[config.mk]
export PLATFORM = sky130hd
export DESIGN_NAME = hrvtds_queue
export DESIGN_NICKNAME = d
export VERILOG_FILES = /design/src/rtl/hrvtds_pkg.sv /design/src/rtl/hrvtds_queue.sv
export SDC_FILE = /design/constraint.sdc
export NUM_CORES = 1
export LEC_CHECK = 0
export ABC_CLOCK_PERIOD_IN_PS = 12100
export BUFFER_PORTS_ARGS = -buffer_cell sky130_fd_sc_hd__buf_2
export CORE_MARGIN = 1
export CORE_UTILIZATION = 35
export DETAILED_ROUTE_END_ITERATION = 16
export PLACE_DENSITY = 0.55
export SLEW_MARGIN = 20
export SYNTH_ARGS = -nofsm -noshare
export SYNTH_HDL_FRONTEND = slang
export SYNTH_SLANG_ARGS = --single-unit
[constraint.sdc]
create_clock -name clock -period 12.1 [get_ports clock]
set_clock_uncertainty 0.05 [all_clocks]
set_input_delay 3.025 -clock clock [delete_from_list [all_inputs] [get_ports clock]]
set_output_delay 3.025 -clock clock [all_outputs]
set_load 0.05 [all_outputs]
[src/rtl/hrvtds_pkg.sv]
`default_nettype none
package hrvtds_pkg;

   localparam int MAX_SAMPLES = 65536;
   localparam int SAMPLE_W = 16;
   localparam int CNT_W = $clog2(MAX_SAMPLES + 1);
   localparam int SUM_W = SAMPLE_W + $clog2(MAX_SAMPLES);
   localparam int SQ_W = 2 * SAMPLE_W + $clog2(MAX_SAMPLES);
   localparam int NUM_W = CNT_W + SQ_W;
   localparam int DEN_W = 2 * CNT_W;
   localparam int STEP_W = $clog2(NUM_W + 1);
   localparam int ROOT_W = 16;
   localparam int RAD_W = 2 * ROOT_W;
   localparam int SREM_W = ROOT_W + 1;
   localparam int PNN_W = 14;
   localparam int PNN_SCALE = 10000;
   localparam int Q_DEPTH = 2;
   localparam int QPTR_W = $clog2(Q_DEPTH);
   localparam int QCNT_W = $clog2(Q_DEPTH + 1);
   localparam logic [SAMPLE_W-1:0] THR_RESET = 16'd800;

   typedef enum logic [1:0] {
      ST_OK    = 2'd0,
      ST_SHORT = 2'd1,
      ST_BAD   = 2'd2,
      ST_OVF   = 2'd3
   } status_type;

   typedef enum logic [2:0] {
      BK_IDLE,
      BK_MUL,
      BK_DIV,
      BK_SQRT,
      BK_OUT
   } back_state_type;

   typedef enum logic [1:0] {
      JOB_VAR,
      JOB_RMS,
      JOB_MEAN,
      JOB_PNN
   } job_type;

   typedef struct packed {
      logic [SAMPLE_W-1:0] rr_sample;
      logic                sample_bad;
      logic                last;
   } req_type;

   typedef struct packed {
      logic [15:0]      mean_rr;
      logic [15:0]      sdnn;
      logic [15:0]      rmssd;
      logic [PNN_W-1:0] pnn50;
      logic [1:0]       status;
   } rsp_type;

   typedef struct packed {
      status_type       status;
      logic [CNT_W-1:0] n;
      logic [SUM_W-1:0] sum;
      logic [SQ_W-1:0]  sumsq;
      logic [SQ_W-1:0]  dsq;
      logic [CNT_W-1:0] over;
   } rec_type;

endpackage
`default_nettype wire

[src/rtl/hrvtds_queue.sv]
`default_nettype none
module hrvtds_queue (
   input  logic                clock,
   input  logic                reset,
   input  logic                push,
   input  hrvtds_pkg::rec_type push_data,
   output logic                full,
   input  logic                pop,
   output logic                empty,
   output hrvtds_pkg::rec_type pop_data
);
   import hrvtds_pkg::*;

   rec_type             mem_ff [Q_DEPTH];
   logic [QPTR_W-1:0]   wr_ptr_ff, wr_ptr_in;
   logic [QPTR_W-1:0]   rd_ptr_ff, rd_ptr_in;
   logic [QCNT_W-1:0]   count_ff, count_in;

   assign full = count_ff == QCNT_W'(Q_DEPTH);
   assign empty = count_ff == '0;
   assign pop_data = mem_ff[rd_ptr_ff];

   always_comb begin
      wr_ptr_in = wr_ptr_ff;
      rd_ptr_in = rd_ptr_ff;
      count_in = count_ff;
      if (push) begin
         wr_ptr_in = (wr_ptr_ff == QPTR_W'(Q_DEPTH - 1)) ? '0 : wr_ptr_ff + QPTR_W'(1);
      end
      if (pop) begin
         rd_ptr_in = (rd_ptr_ff == QPTR_W'(Q_DEPTH - 1)) ? '0 : rd_ptr_ff + QPTR_W'(1);
      end
      if (push && !pop) begin
         count_in = count_ff + QCNT_W'(1);
      end else if (pop && !push) begin
         count_in = count_ff - QCNT_W'(1);
      end
   end

   always_ff @(posedge clock) begin
      if (push) begin
         mem_ff[wr_ptr_ff] <= push_data;
      end
   end

   always_ff @(posedge clock) begin
      if (reset) begin
         wr_ptr_ff <= '0;
         rd_ptr_ff <= '0;
         count_ff <= '0;
      end else begin
         wr_ptr_ff <= wr_ptr_in;
         rd_ptr_ff <= rd_ptr_in;
         count_ff <= count_in;
      end
   end

endmodule
`default_nettype wire

Word level (Yosys, flattened, before mapping)
Memories as Yosys holds them, arrays and structs flattened. A register that Yosys moved wholly into a read port is not among the register bits.
Cells that the tools add are included.

word-level totals
  register bits after elaboration = 4
  bits in writable memories = 328
  input bits = 168
  word-level logic and storage cells = 23
  memories = 1

memory list
  name    words  bits a word  rd ports  clocked after Yosys merged registers in  write ports  line                RTL
  mem_ff  2      164          1         1                                        1            hrvtds_queue.sv:14  rec_type mem_ff [Q_DEPTH];

cells by class
  add/sub/neg operators = 4
  equality and inequality tests = 1
  muxes and demuxes = 8
  reduce and logical (&&, ||, !) cells = 6

operators by type and width
  cell                                              number
  two-way mux 1 bit                                 6
  two-way mux 2 bit                                 2
  adder 1 bit, second input constant                2
  adder 2 x 1 -> 2 bit, second input constant       1
  equality test 2 bit, second input constant        1
  logical AND 1 bit                                 2
  zero test 1 bit                                   2
  zero test 2 bit                                   1
  nonzero test 2 bit                                1
  subtractor 2 x 1 -> 2 bit, second input constant  1

Depth between registers and ports, before layout
  depth after elaboration = 4
  mapped depth = 5
  depth with buffers taken out = 5

Worst setup path before layout
No wires, ideal clock.

  path type = input-to-reg
  from = in push
  to = mem mem_ff[0][0] in the netlist's numbering, enable pin
  data arrival time = 10.111 ns
  required time = 11.340 ns
  setup slack = 1.229 ns
  stages = 1
  buffers on the path = 0
  cells stage by stage = nor2b_1

between the ends
  word-level cells in the longest chain between the ends = 2

ends and longest elaborated chain
  what                                     line                RTL
  from (decl)                              hrvtds_queue.sv:5   input logic push,
  two-way mux 1 bit                        hrvtds_queue.sv:41  if (push) begin
  two-way mux 1 bit (not written as such)  hrvtds_queue.sv:42  mem_ff[wr_ptr_ff] <= push_data;
  to (decl)                                hrvtds_queue.sv:14

No other way between the ends.

==> metrics.md <==
| Metric | Value |
|---|---|
| Final core utilization | `0.453` |
| DR vias | `approximately 6,100` |
| Post-synthesis register bit count | `333` |
| ANT nets after route | `0` |
| Htree depth | `2` |
| Final slew viol count | `0` |
| Register area | `9950 µm²` |
| Maximum VDD drop | `between 100 and 150 µV` |
| Vias in the first global route | `~6,600` |
| Skew-Pair Late Insertion Delay | `around 500 ps` |
| Post-synthesis cell type count | `15` |
| Largest net degree at the start of global routing | `just under 80` |
| CTS tree | `done` |
| Multi-input combinational cell area | `between 1500 and 2000 µm²` |
| Initial antenna violation count | `4` |
| Endpoints failing setup | `0` |
| Worst-margin pin slew | `between 1000 and 1500 ps` |
| CP Launch Type | `flop` |
| Post-Synthesis Cell Area | `about 12,000 µm²` |
| RSZ-0062 raised after global routing | `no` |
| Worst Path Arrival | `roughly 2600 ps` |
| Final HPWL DP | `about 16 mm` |
| Area Overhead vs Synth | `26.3%` |
| Outcome | `finished, final reports clean` |
| Reg2Reg Setup Slack | `between 9000 and 10,000 ps` |
| Period utilization | `0.472` |
| Hold path endpoint | `count_ff[1]$_SDFFE_PP0P_` |
| Initial Utilization | `0.358` |
| DRT Wirelength | `24.1 mm` |
| Port Buffer Count | `333` |
| Final min period | `about 5700 ps` |
| Worst-case headroom to the max-slew limit | `0.266` |
| Post-CTS Resized | `0` |
| Total Power | `between 0.002 and 0.003 W` |
| Drc violations | `0` |
| Sequential fraction of the synthesis area | `0.822` |
| Layout Cells excl Fill | `between 1,000 and 1,500` |
| Max FO, Critical Path | `76` |
| Clock root buffer | `clkbuf_16` |
| Post-CTS Repair Setup Buffers | `0` |
| Crit end category | `primary output` |
| Final nets | `between 1,000 and 1,500` |
| Top-area cell type share of the netlist area | `0.814` |
| WP data required | `~9000 ps` |
| Die H | `between 150 and 200 µm` |
| Setup TNS | `0 ps` |
| Leakage | `between 5 and 6 nW` |
| Routability Congestion | `between 0.7 and 0.8` |
| Row count | `67` |
| WL/cell | `~18 µm` |
| Hold Vio Cnt, Final | `0` |
| Largest cells by area after synthesis | `edfxtp_1 (81%), mux2_2 (15%), buf_6 (1.7%)` |
| Net Count, Synth | `701` |
| Pre-antenna DRT Iters | `6` |
| PwrDens | `185 nW/µm²` |
| Vias/cell | `between 4 and 5` |
| Num CTS Buffers | `37` |
| R2R cell count | `2` |
| Clock-pin slew of the registers on the worst-case setup and hold paths | `60 ps` |
| Die width | `between 150 and 200 µm` |
| Hold Crit Class | `flop to flop` |
| Iter 0 DRT Violations | `between 200 and 250` |
| Yosys warnings | `0` |
| Share of layout cells above drive strength 1 | `0.606` |
| GR Util All Layers | `0.134` |
| I/O Pins | `334` |
| Max-cap check violation count | `0` |
| WHS Path Cells | `2` |
| CTS sink cnt | `333` |
| GRT overflow | `0` |
| Fmax | `0.175 GHz` |
| Syn Inst Count | `around 530` |
| Die area | `roughly 35,000 µm²` |
| Worst r2r src | `wr_ptr_ff$_SDFFE_PP0P_` |
| Global-route wire length before repair | `around 37 mm` |
| CORE AREA | `between 30,000 and 40,000 µm²` |
| Crit Path Category | `flop to primary output` |
| Cells after DPL | `~1,300` |
| Average size of a mapped cell | `22.8 µm²` |
| FILL cells | `2,975` |
| Cts hold-fix bufs | `0` |
| CTS max path bufs | `3` |
| Yosys top cell by area | `edfxtp_1` |
| Reg2Reg Capture Point | `mem_ff[0][19]$_DFFE_PP_` |
| Min-delay src | `count_ff[1]$_SDFFE_PP0P_` |
-- logic make-up (layout without fill, tap and decap cells) --
logic type,after synthesis,after routing,synth area share
buffers and inverters,19,403,0.0171
xor gates and xnor gates,4,4,0.00289
adders and majority gates,1,1,0.00103
AOI/OAI and AO/OA,2,2,0.000826
DFF,333,333,0.822
and+or+nand+nor,9,9,0.00383
other,0,3,0
muxes,164,164,0.153
-- report_power, final --
group          leakage [nW]  switching [W]  total, W  internal [W]
combinational          2.01       0.000333  0.000457      0.000124
sequential             3.12      0.0000171   0.00137       0.00135
clock                 0.536       0.000411   0.00101      0.000600
total                  5.67       0.000761   0.00283       0.00207
-- cells in the final DEF, fill, tap and decap left out, drive strengths merged --
cell type,n
o21ai,1
nor2,5
clkbuf,44
buf,339
xnor2,2
diode,3
clkinv,16
dfxtp,5
bufinv,2
mux2,164
and2,1
nor2b,1
a21oi,1
inv,1
or3,1
and2b,1
ha,1
edfxtp,328
clkinvlp,1
xor2,2
-- through the flow --
step                      area [µm²]  hold WS [ps]  worst slack, ps
final                          15300           463             6380
after global routing           15300           489             6240
after CTS                      15300           461             6350
after detailed placement       14200           453             6890
after global placement         14200           442             6910
after floorplan                12100           411             1230
-- flip-flops by register name, summed over array words and instances (netlist names), named ones only --
register   flops
mem_ff       328
count_ff       2
rd_ptr_ff      1
wr_ptr_ff      1
-- worst max-delay path by stage --
stage	endpoint	slack (ps)	depth (start not counted)
floorplan	mem_ff[0][0]$_DFFE_PP_	1230	1
global placement	pop_data[58]	6910	3
detailed placement	pop_data[58]	6890	3
CTS	pop_data[58]	6350	3
global route	pop_data[58]	6240	3
finish	pop_data[58]	6380	3
-- layout make-up --
cell class,count,share of cell area
flip-flops and latches,333,0.651
multi-input cells,180,0.128
repair buffers,339,0.112
clock buffers,44,0.0623
well taps,448,0.0367
clock inverters,19,0.00900
diodes,3,0.000491
inverters,1,0.000246
-- layer usage --
| metal | track usage | vias to the layer above | wire [µm] |
|---|---|---|---|
| met1 | 0.154 | 2967 | 9570 |
| met3 | 0.0528 | 46 | 2110 |
| met4 | 0.0438 | 4 | 499 |
| met5 | 0 | - | 28 |
| met2 | 0.229 | 224 | 11900 |
| li1 | - | 2844 | - |
-- synthesized netlist by cell type --
cell type	instances
dfxtp_1	5
and2b_2	1
o21ai_0	1
xor2_1	2
ha_1	1
a21oi_1	1
mux2_2	164
inv_1	1
nor2b_1	1
buf_6	18
or3_1	1
and2_1	1
edfxtp_1	328
xnor2_1	2
nor2_1	5
-- critical path, cell delays in order, from the launching register on --
cell and delay [ps]:
dfxtp_4 540, buf_4 810, mux2_2 450, buf_2 220
No activity file was read; power rests on OpenSTA's default activity.
