$ cat src/rtl/hrvtds_pkg.sv
`default_nettype none
package hrvtds_pkg;

   localparam int MAX_SAMPLES = 65536;
   localparam int SAMPLE_W = 16;
   localparam int CNT_W = $clog2(MAX_SAMPLES + 1);
   localparam int SUM_W = SAMPLE_W + $clog2(MAX_SAMPLES);
   localparam int SQ_W = 2 * SAMPLE_W + $clog2(MAX_SAMPLES);
   localparam int NUM_W = CNT_W + SQ_W;
   localparam int DEN_W = 2 * CNT_W;
   localparam int STEP_W = $clog2(NUM_W + 1);
   localparam int ROOT_W = 16;
   localparam int RAD_W = 2 * ROOT_W;
   localparam int SREM_W = ROOT_W + 1;
   localparam int PNN_W = 14;
   localparam int PNN_SCALE = 10000;
   localparam int Q_DEPTH = 2;
   localparam int QPTR_W = $clog2(Q_DEPTH);
   localparam int QCNT_W = $clog2(Q_DEPTH + 1);
   localparam logic [SAMPLE_W-1:0] THR_RESET = 16'd800;

   typedef enum logic [1:0] {
      ST_OK    = 2'd0,
      ST_SHORT = 2'd1,
      ST_BAD   = 2'd2,
      ST_OVF   = 2'd3
   } status_type;

   typedef enum logic [2:0] {
      BK_IDLE,
      BK_MUL,
      BK_DIV,
      BK_SQRT,
      BK_OUT
   } back_state_type;

   typedef enum logic [1:0] {
      JOB_VAR,
      JOB_RMS,
      JOB_MEAN,
      JOB_PNN
   } job_type;

   typedef struct packed {
      logic [SAMPLE_W-1:0] rr_sample;
      logic                sample_bad;
      logic                last;
   } req_type;

   typedef struct packed {
      logic [15:0]      mean_rr;
      logic [15:0]      sdnn;
      logic [15:0]      rmssd;
      logic [PNN_W-1:0] pnn50;
      logic [1:0]       status;
   } rsp_type;

   typedef struct packed {
      status_type       status;
      logic [CNT_W-1:0] n;
      logic [SUM_W-1:0] sum;
      logic [SQ_W-1:0]  sumsq;
      logic [SQ_W-1:0]  dsq;
      logic [CNT_W-1:0] over;
   } rec_type;

endpackage
`default_nettype wire

$ cat src/rtl/hrvtds_front.sv
`default_nettype none
module hrvtds_front (
   input  logic                              clock,
   input  logic                              reset,
   input  logic                              req_valid,
   output logic                              req_stall,
   input  hrvtds_pkg::req_type               req_data,
   input  logic                              csr_write,
   input  logic [hrvtds_pkg::SAMPLE_W-1:0]   csr_data,
   input  logic                              q_full,
   output logic                              q_push,
   output hrvtds_pkg::rec_type               q_data
);
   import hrvtds_pkg::*;

   logic [SAMPLE_W-1:0] thr_ff, thr_in;
   logic [CNT_W-1:0]    cnt_ff, cnt_in, cnt_upd;
   logic [SUM_W-1:0]    sum_ff, sum_in, sum_upd;
   logic [SQ_W-1:0]     sq_ff, sq_in, sq_upd;
   logic [SQ_W-1:0]     dsq_ff, dsq_in, dsq_upd;
   logic [CNT_W-1:0]    over_ff, over_in, over_upd;
   logic [SAMPLE_W-1:0] prev_ff, prev_in, prev_upd;
   logic                bad_ff, bad_in, bad_upd;
   logic                ovf_ff, ovf_in, ovf_upd;
   logic                accept;
   logic                full_cnt;
   logic [SAMPLE_W-1:0] x;
   logic [SAMPLE_W-1:0] diff;
   logic [2*SAMPLE_W-1:0] diff_sq;
   logic [2*SAMPLE_W-1:0] x_sq;

   // Only a record end needs a queue slot.
   assign req_stall = q_full && req_data.last;
   assign accept = req_valid && !req_stall;
   assign q_push = accept && req_data.last;

   assign x = req_data.rr_sample;
   assign full_cnt = cnt_ff >= CNT_W'(MAX_SAMPLES);
   assign diff = (x > prev_ff) ? (x - prev_ff) : (prev_ff - x);
   assign diff_sq = diff * diff;
   assign x_sq = x * x;

   always_comb begin
      cnt_upd = cnt_ff;
      sum_upd = sum_ff;
      sq_upd = sq_ff;
      dsq_upd = dsq_ff;
      over_upd = over_ff;
      prev_upd = prev_ff;
      bad_upd = bad_ff;
      ovf_upd = ovf_ff;
      if (full_cnt) begin
         ovf_upd = 1'b1;
      end else begin
         if (req_data.sample_bad) begin
            bad_upd = 1'b1;
         end else begin
            if (cnt_ff != '0) begin
               dsq_upd = dsq_ff + SQ_W'(diff_sq);
               if (diff > thr_ff) begin
                  over_upd = over_ff + CNT_W'(1);
               end
            end
            sum_upd = sum_ff + SUM_W'(x);
            sq_upd = sq_ff + SQ_W'(x_sq);
            prev_upd = x;
         end
         cnt_upd = cnt_ff + CNT_W'(1);
      end
   end

   always_comb begin
      q_data.n = cnt_upd;
      q_data.sum = sum_upd;
      q_data.sumsq = sq_upd;
      q_data.dsq = dsq_upd;
      q_data.over = over_upd;
      priority if (cnt_upd < CNT_W'(2)) begin
         q_data.status = ST_SHORT;
      end else if (bad_upd) begin
         q_data.status = ST_BAD;
      end else if (ovf_upd) begin
         q_data.status = ST_OVF;
      end else begin
         q_data.status = ST_OK;
      end
   end

   always_comb begin
      thr_in = csr_write ? csr_data : thr_ff;
      cnt_in = cnt_ff;
      sum_in = sum_ff;
      sq_in = sq_ff;
      dsq_in = dsq_ff;
      over_in = over_ff;
      prev_in = prev_ff;
      bad_in = bad_ff;
      ovf_in = ovf_ff;
      if (accept) begin
         if (req_data.last) begin
            cnt_in = '0;
            sum_in = '0;
            sq_in = '0;
            dsq_in = '0;
            over_in = '0;
            prev_in = '0;
            bad_in = 1'b0;
            ovf_in = 1'b0;
         end else begin
            cnt_in = cnt_upd;
            sum_in = sum_upd;
            sq_in = sq_upd;
            dsq_in = dsq_upd;
            over_in = over_upd;
            prev_in = prev_upd;
            bad_in = bad_upd;
            ovf_in = ovf_upd;
         end
      end
   end

   always_ff @(posedge clock) begin
      if (reset) begin
         thr_ff <= THR_RESET;
         cnt_ff <= '0;
         sum_ff <= '0;
         sq_ff <= '0;
         dsq_ff <= '0;
         over_ff <= '0;
         prev_ff <= '0;
         bad_ff <= 1'b0;
         ovf_ff <= 1'b0;
      end else begin
         thr_ff <= thr_in;
         cnt_ff <= cnt_in;
         sum_ff <= sum_in;
         sq_ff <= sq_in;
         dsq_ff <= dsq_in;
         over_ff <= over_in;
         prev_ff <= prev_in;
         bad_ff <= bad_in;
         ovf_ff <= ovf_in;
      end
   end

endmodule
`default_nettype wire

$ cat config.mk
export PLATFORM = sky130hd
export DESIGN_NAME = hrvtds_front
export DESIGN_NICKNAME = d
export VERILOG_FILES = /design/src/rtl/hrvtds_pkg.sv /design/src/rtl/hrvtds_front.sv
export SDC_FILE = /design/constraint.sdc
export NUM_CORES = 2
export LEC_CHECK = 0
export ABC_AREA = 1
export BUFFER_PORTS_ARGS = -buffer_cell sky130_fd_sc_hd__buf_2
export CORE_ASPECT_RATIO = 0.9
export CORE_UTILIZATION = 25
export DETAILED_ROUTE_END_ITERATION = 6
export HOLD_SLACK_MARGIN = 0.15
export PLACE_DENSITY = 0.41
export SYNTH_ARGS = -nofsm -noshare
export SYNTH_HDL_FRONTEND = slang
export SYNTH_SLANG_ARGS = --single-unit
$ cat constraint.sdc
create_clock -name clock -period 11.57 [get_ports clock]
set_input_delay 0 -clock clock [delete_from_list [all_inputs] [get_ports clock]]
set_output_delay 0 -clock clock [all_outputs]
set_load 0.005 [all_outputs]
* Word-level counts from Yosys, hierarchy flattened
Index checks and enable logic that the tools add are counted.
** Cells by class
- Multiplexer cells :: 29
- Equal/unequal tests :: 2
- Reductions and logical operators :: 6
- Shifts and indexed selects :: 0
- Add/sub/neg operators :: 7
- $mul :: 2
- Bitwise gates (word level) :: 0
- Div/mod/pow operators :: 0
- Order comparisons :: 4
** Operators with widths (count)
- two-way mux 48 bit :: 7
- two-way mux 17 bit :: 7
- adder 48 x 32 -> 48 bit :: 2
- two-way mux 32 bit :: 3
- multiplier 16 x 16 -> 32 bit :: 2
- two-way mux 16 bit :: 4
- adder 17 x 1 -> 17 bit, second input constant :: 2
- adder 32 x 16 -> 32 bit :: 1
- greater-than comparator 16 bit :: 2
- subtractor 16 bit :: 2
- >= comparator 17 bit, second input constant :: 1
- less-than comparator 17 x 2 -> 1 bit, second input constant :: 1
- nonzero test 17 bit :: 1
- two-way mux 2 bit :: 3
- two-way mux 1 bit :: 5
- != test 2 bit, second input constant :: 2
- logical AND 1 bit :: 3
- AND reduction 3 bit :: 1
- zero test 1 bit :: 1
** Word-level totals
- RAM bits :: 0
- Register bits :: 196
- Memory bits (read-only) :: 0
- Logic and storage cells :: 59
- Output and inout bits :: 166
- Latch bits :: 0
- Input port bits :: 39
- Memories :: 0

* Longest topological paths before layout
- Depth in word-level cells :: 8
- Mapped depth :: 46
- Gate-level depth less buffers :: 44

* Worst setup path after synthesis
OpenSTA, ideal clock, no wires.
- Kind :: register to register
- Start point :: reg prev_ff[0]
- End point :: reg dsq_ff[34]
- Arrival :: 6.566 ns
- Data required time :: 11.438 ns
- Cell stages (with the launch flop) :: 38
- Path slack :: 4.872 ns
- Period minus slack after synthesis :: 6.698 ns
- Path buffers :: 2
- Setup time :: 0.132 ns
- Cells stage by stage :: dfxtp_1 ha_1 fa_1 o21ai_2 nand2_1 nand2_1 nand2_1 nand3_2 nand2_4 inv_4 buf_12 nand2_1 nand2_1 buf_4 nor2_1 fa_1 inv_1 fa_1 [... 2 more ...] inv_1 fa_1 inv_1 fa_1 inv_1 ha_1 nand2_1 nor2_1 and2_1 nand2_1 nand2_1 nand3_1 nand2_1 nand2_1 nand2_1 nand2_1 nand2_1 a21oi_1
** RTL lines
- start: declaration :: RTL line hrvtds_front.sv:22 : logic [SAMPLE_W-1:0] prev_ff, prev_in, prev_upd;
- start signal: assignment :: RTL line hrvtds_front.sv:140 : prev_ff <= prev_in;
- end signal: assignment :: RTL line hrvtds_front.sv:138 : dsq_ff <= dsq_in;
- end: declaration :: RTL line hrvtds_front.sv:20 : logic [SQ_W-1:0] dsq_ff, dsq_in, dsq_upd;

==> flow_summary.toml <==
[routing]
num_vias = 28600
dr.pass1.iters = 6
drt-initial-drc-count = 1828
postRouteAntennaNets = 0
drc = 0
vias_per_cell = 4.39
wl_per_cell_um = 17.0
wl_mm = 111

[critical_path]
critPathCaptureType = "primary output"
critical_path_buf_inv_count = 11
slowest_stage = "ha_1"
reg2reg_slack_ps = 2680
slowest_delay_ps = 800
worstSetupPathDepth = 34
cp_max_fo = 19
rr_startpoint = "prev_ff[0]$_SDFFE_PP0P_"
crit_end = "q_data[55]"
crit_path_start = "req_data[2]"
crit_required_ps = 11570
critPathLaunchType = "input port"
reg2reg_depth = 31
crit_type = "input port to primary output"
path_delay_family = "adder cells"
path_common_cell = "inv_1"
arrival_ps = 9660
rr_endpoint = "dsq_ff[38]$_SDFFE_PP0P_"

[synth]
synth_compound_area_share_pct = 8.92
yosys.area_share.simple_pct = 25.2
synthesis.area_um2 = 31900
postSynthAreaPerCell_um2 = 6.79
synth_area_leaders = "fa_1 (24%), nand2_1 (14%), inv_1 (13%)"
async_flop_share_pct = 0
yosys.area.top_type = "fa_1"
synth_mux_area_share_pct = 0
synth_ff_type = "dfxtp_1"
ys_ff_latch = 196
syn_inst = 4694
synth_top_cell_area_share_pct = 24.5
ys_warn_count = 0
synth_edf_count = 0
synth-adder-area-share_pct = 35.6
yosysSeqAreaShare_pct = 12.3
synth_top_family_by_area = "adder cells"
syn_nets = 5405
yosysUniqueCellTypes = 50
synthXorXnorAreaFrac_pct = 2.66

[job]
cap_violations = 0

[placement]
numPortBuffers = 204
globalplace.congestion = 0.913
hpwlAfterDp_mm = 89.7

[finish]
drive_gt1_share_pct = 6.96
fin_nets = 5541
final_common_cell = "nand2_1"
final_cell_mix = "nand2_1 (1191), inv_1 (1108), fa_1 (390), a21oi_1 (352), nor2_1 (332)"
n_fill_cell = 14100
diodes = 0
syn_to_final_growth_pct = 11.2

[outcome]
status = "complete, no violations"

[sta]
maxSlewHeadroom_pct = 37.1
rsz0062_at_grt = "false"
fmax_ghz = 0.104
fin_skew_ps = 17.2
hold_viol_final = 0
setup_viol = 0
setup_tns_ps = 0
worst_slew_pin_slew_ps = 943
finalCriticalPeriod_ps = 9660
finalCritPeriodShare_pct = 83.5
drv_slew = 0

[floorplanning]
io_pins = 205
core_um2 = 126000
die-area_um2 = 129000
rows = 123
start_util_pct = 25.4
die_w_um = 378
die_height_um = 341

[global_route]
antenna_found_initial = 3
grt_pass1_vias = 28700
grt_max_degree = 162
grt_busiest_layer = "met1"
grtUsageMet2_pct = 26.4
grtUsageMet3_pct = 2.13
grt-ovfl-total = 0
met1_usage_pct = 26.6
grt_pass1_wl_mm = 174
grtUsageTotal_pct = 17.5

[cts]
cts_setup_buffers = 0
cts_tree = "yes"
insertion_delay_ps = 540
path_clk_slew_ps = 90
clockBufferDepth = 2
cts_buffers = 17
cts_resized = 0
clkSinkCount = 196
cts_root_buffer = "clkbuf_16"
postCtsHoldBufs = 34
htree_levels = 4

[hold_path]
hold_path_class = "input port to flip-flop"
-- worst register-to-register path, delay by kind of cell (launching register included) --
| kind | cells | cell delay [ps] |
|---|---|---|
| compound gates | 2 | 180 |
| fa+ha+maj | 8 | 4250 |
| buf+inv | 7 | 1450 |
| flops | 1 | 320 |
| simple gates | 14 | 2580 |
-- stage by stage --
| stage | instance area (µm²) | worst slack [ps] | utilization [%] | std cells | hold WS [ps] |
|---|---|---|---|---|---|
| detailed placement | 34500 | 2510 | 27.5 | 6464 | 235 |
| global placement | 34500 | 2530 | 27.5 | 6464 | 230 |
| floorplan | 31900 | 4870 | - | 4694 | 94.9 |
| CTS | 35500 | 1940 | 28.2 | 6530 | 154 |
| finish | 35500 | 1910 | 28.2 | 6530 | 200 |
| global route | 35500 | 1260 | 28.2 | 6530 | 237 |
-- worst min path at each step --
stage                      startpoint                      end  cells past startpoint  slack, ps
after floorplan           req_data[0]                req_stall                      2         90
after global placement    csr_data[8]   thr_ff[8]$_SDFFE_PP1P_                      3        230
after detailed placement  csr_data[8]   thr_ff[8]$_SDFFE_PP1P_                      3        230
after CTS                 req_data[7]  prev_ff[5]$_SDFFE_PP0P_                      5        150
after global routing      req_data[7]  prev_ff[5]$_SDFFE_PP0P_                      5        240
final                     req_data[5]  prev_ff[3]$_SDFFE_PP0P_                      5        200
-- logic make-up after synthesis --
group	after synthesis
AOI/OAI and AO/OA	536
buffers and inverters	1267
DFF	196
xor gates and xnor gates	96
adders and majority gates	672
and+or+nand+nor	1927
-- layout make-up --
class | instances | area (µm²) | share of cell area, %
Sequential cell | 196 | 3920 | 11.1
Timing Repair Buffer | 258 | 1530 | 4.32
Tap cell | 1687 | 2110 | 5.95
Clock buffer | 17 | 425 | 1.20
Clock inverter | 15 | 148 | 0.416
Multi-Input combinational cell | 3231 | 23100 | 65.1
Inverter | 1126 | 4230 | 11.9
-- routing by layer --
metal | vias to the layer above | wire length [µm] | part of all wire [%]
met1 | 13600 | 57800 | 52
met4 | 2 | 1380 | 1.2
met5 | - | 13 | 0.012
met3 | 56 | 4360 | 3.9
met2 | 495 | 47200 | 43
li1 | 14400 | - | -
-- synthesized netlist by cell type (2+ instances only) --
| library cell | instances |
|---|---|
| nor2_2 | 5 |
| buf_2 | 15 |
| a31oi_1 | 6 |
| o21ai_0 | 107 |
| nand2_1 | 1192 |
| xnor2_1 | 42 |
| nor2_4 | 7 |
| and2_1 | 16 |
| nand4_1 | 25 |
| nor2_1 | 333 |
| or2_2 | 11 |
| nand3_2 | 2 |
| nand3b_1 | 16 |
| o211ai_1 | 5 |
| buf_4 | 11 |
| fa_1 | 390 |
| buf_1 | 11 |
| xor2_1 | 53 |
| a21oi_1 | 352 |
| inv_4 | 2 |
| ha_1 | 282 |
| inv_2 | 13 |
| a21o_1 | 11 |
| o21ai_2 | 7 |
| nand3_1 | 227 |
| inv_1 | 1109 |
| o21ai_1 | 6 |
| or2_1 | 2 |
| o21bai_1 | 11 |
| o22ai_1 | 18 |
| buf_6 | 6 |
| a22oi_1 | 2 |
| nand2_4 | 11 |
| dfxtp_1 | 196 |
| nor3_2 | 3 |
| nor4_1 | 19 |
| a31o_2 | 2 |
| a21boi_0 | 4 |
| o21a_1 | 3 |
| clkbuf_1 | 97 |
| nor3_1 | 45 |
| nand2_2 | 11 |
-- flip-flops by register name (all words and copies together), names as in the netlist --
signal,cells
dsq_ff,48
ovf_ff,1
over_ff,17
cnt_ff,17
sq_ff,48
thr_ff,16
sum_ff,32
bad_ff,1
prev_ff,16
Power is left out: the tool's default activity adds up to more than one toggle a clock period on the data nets, which glitch-free logic cannot reach.
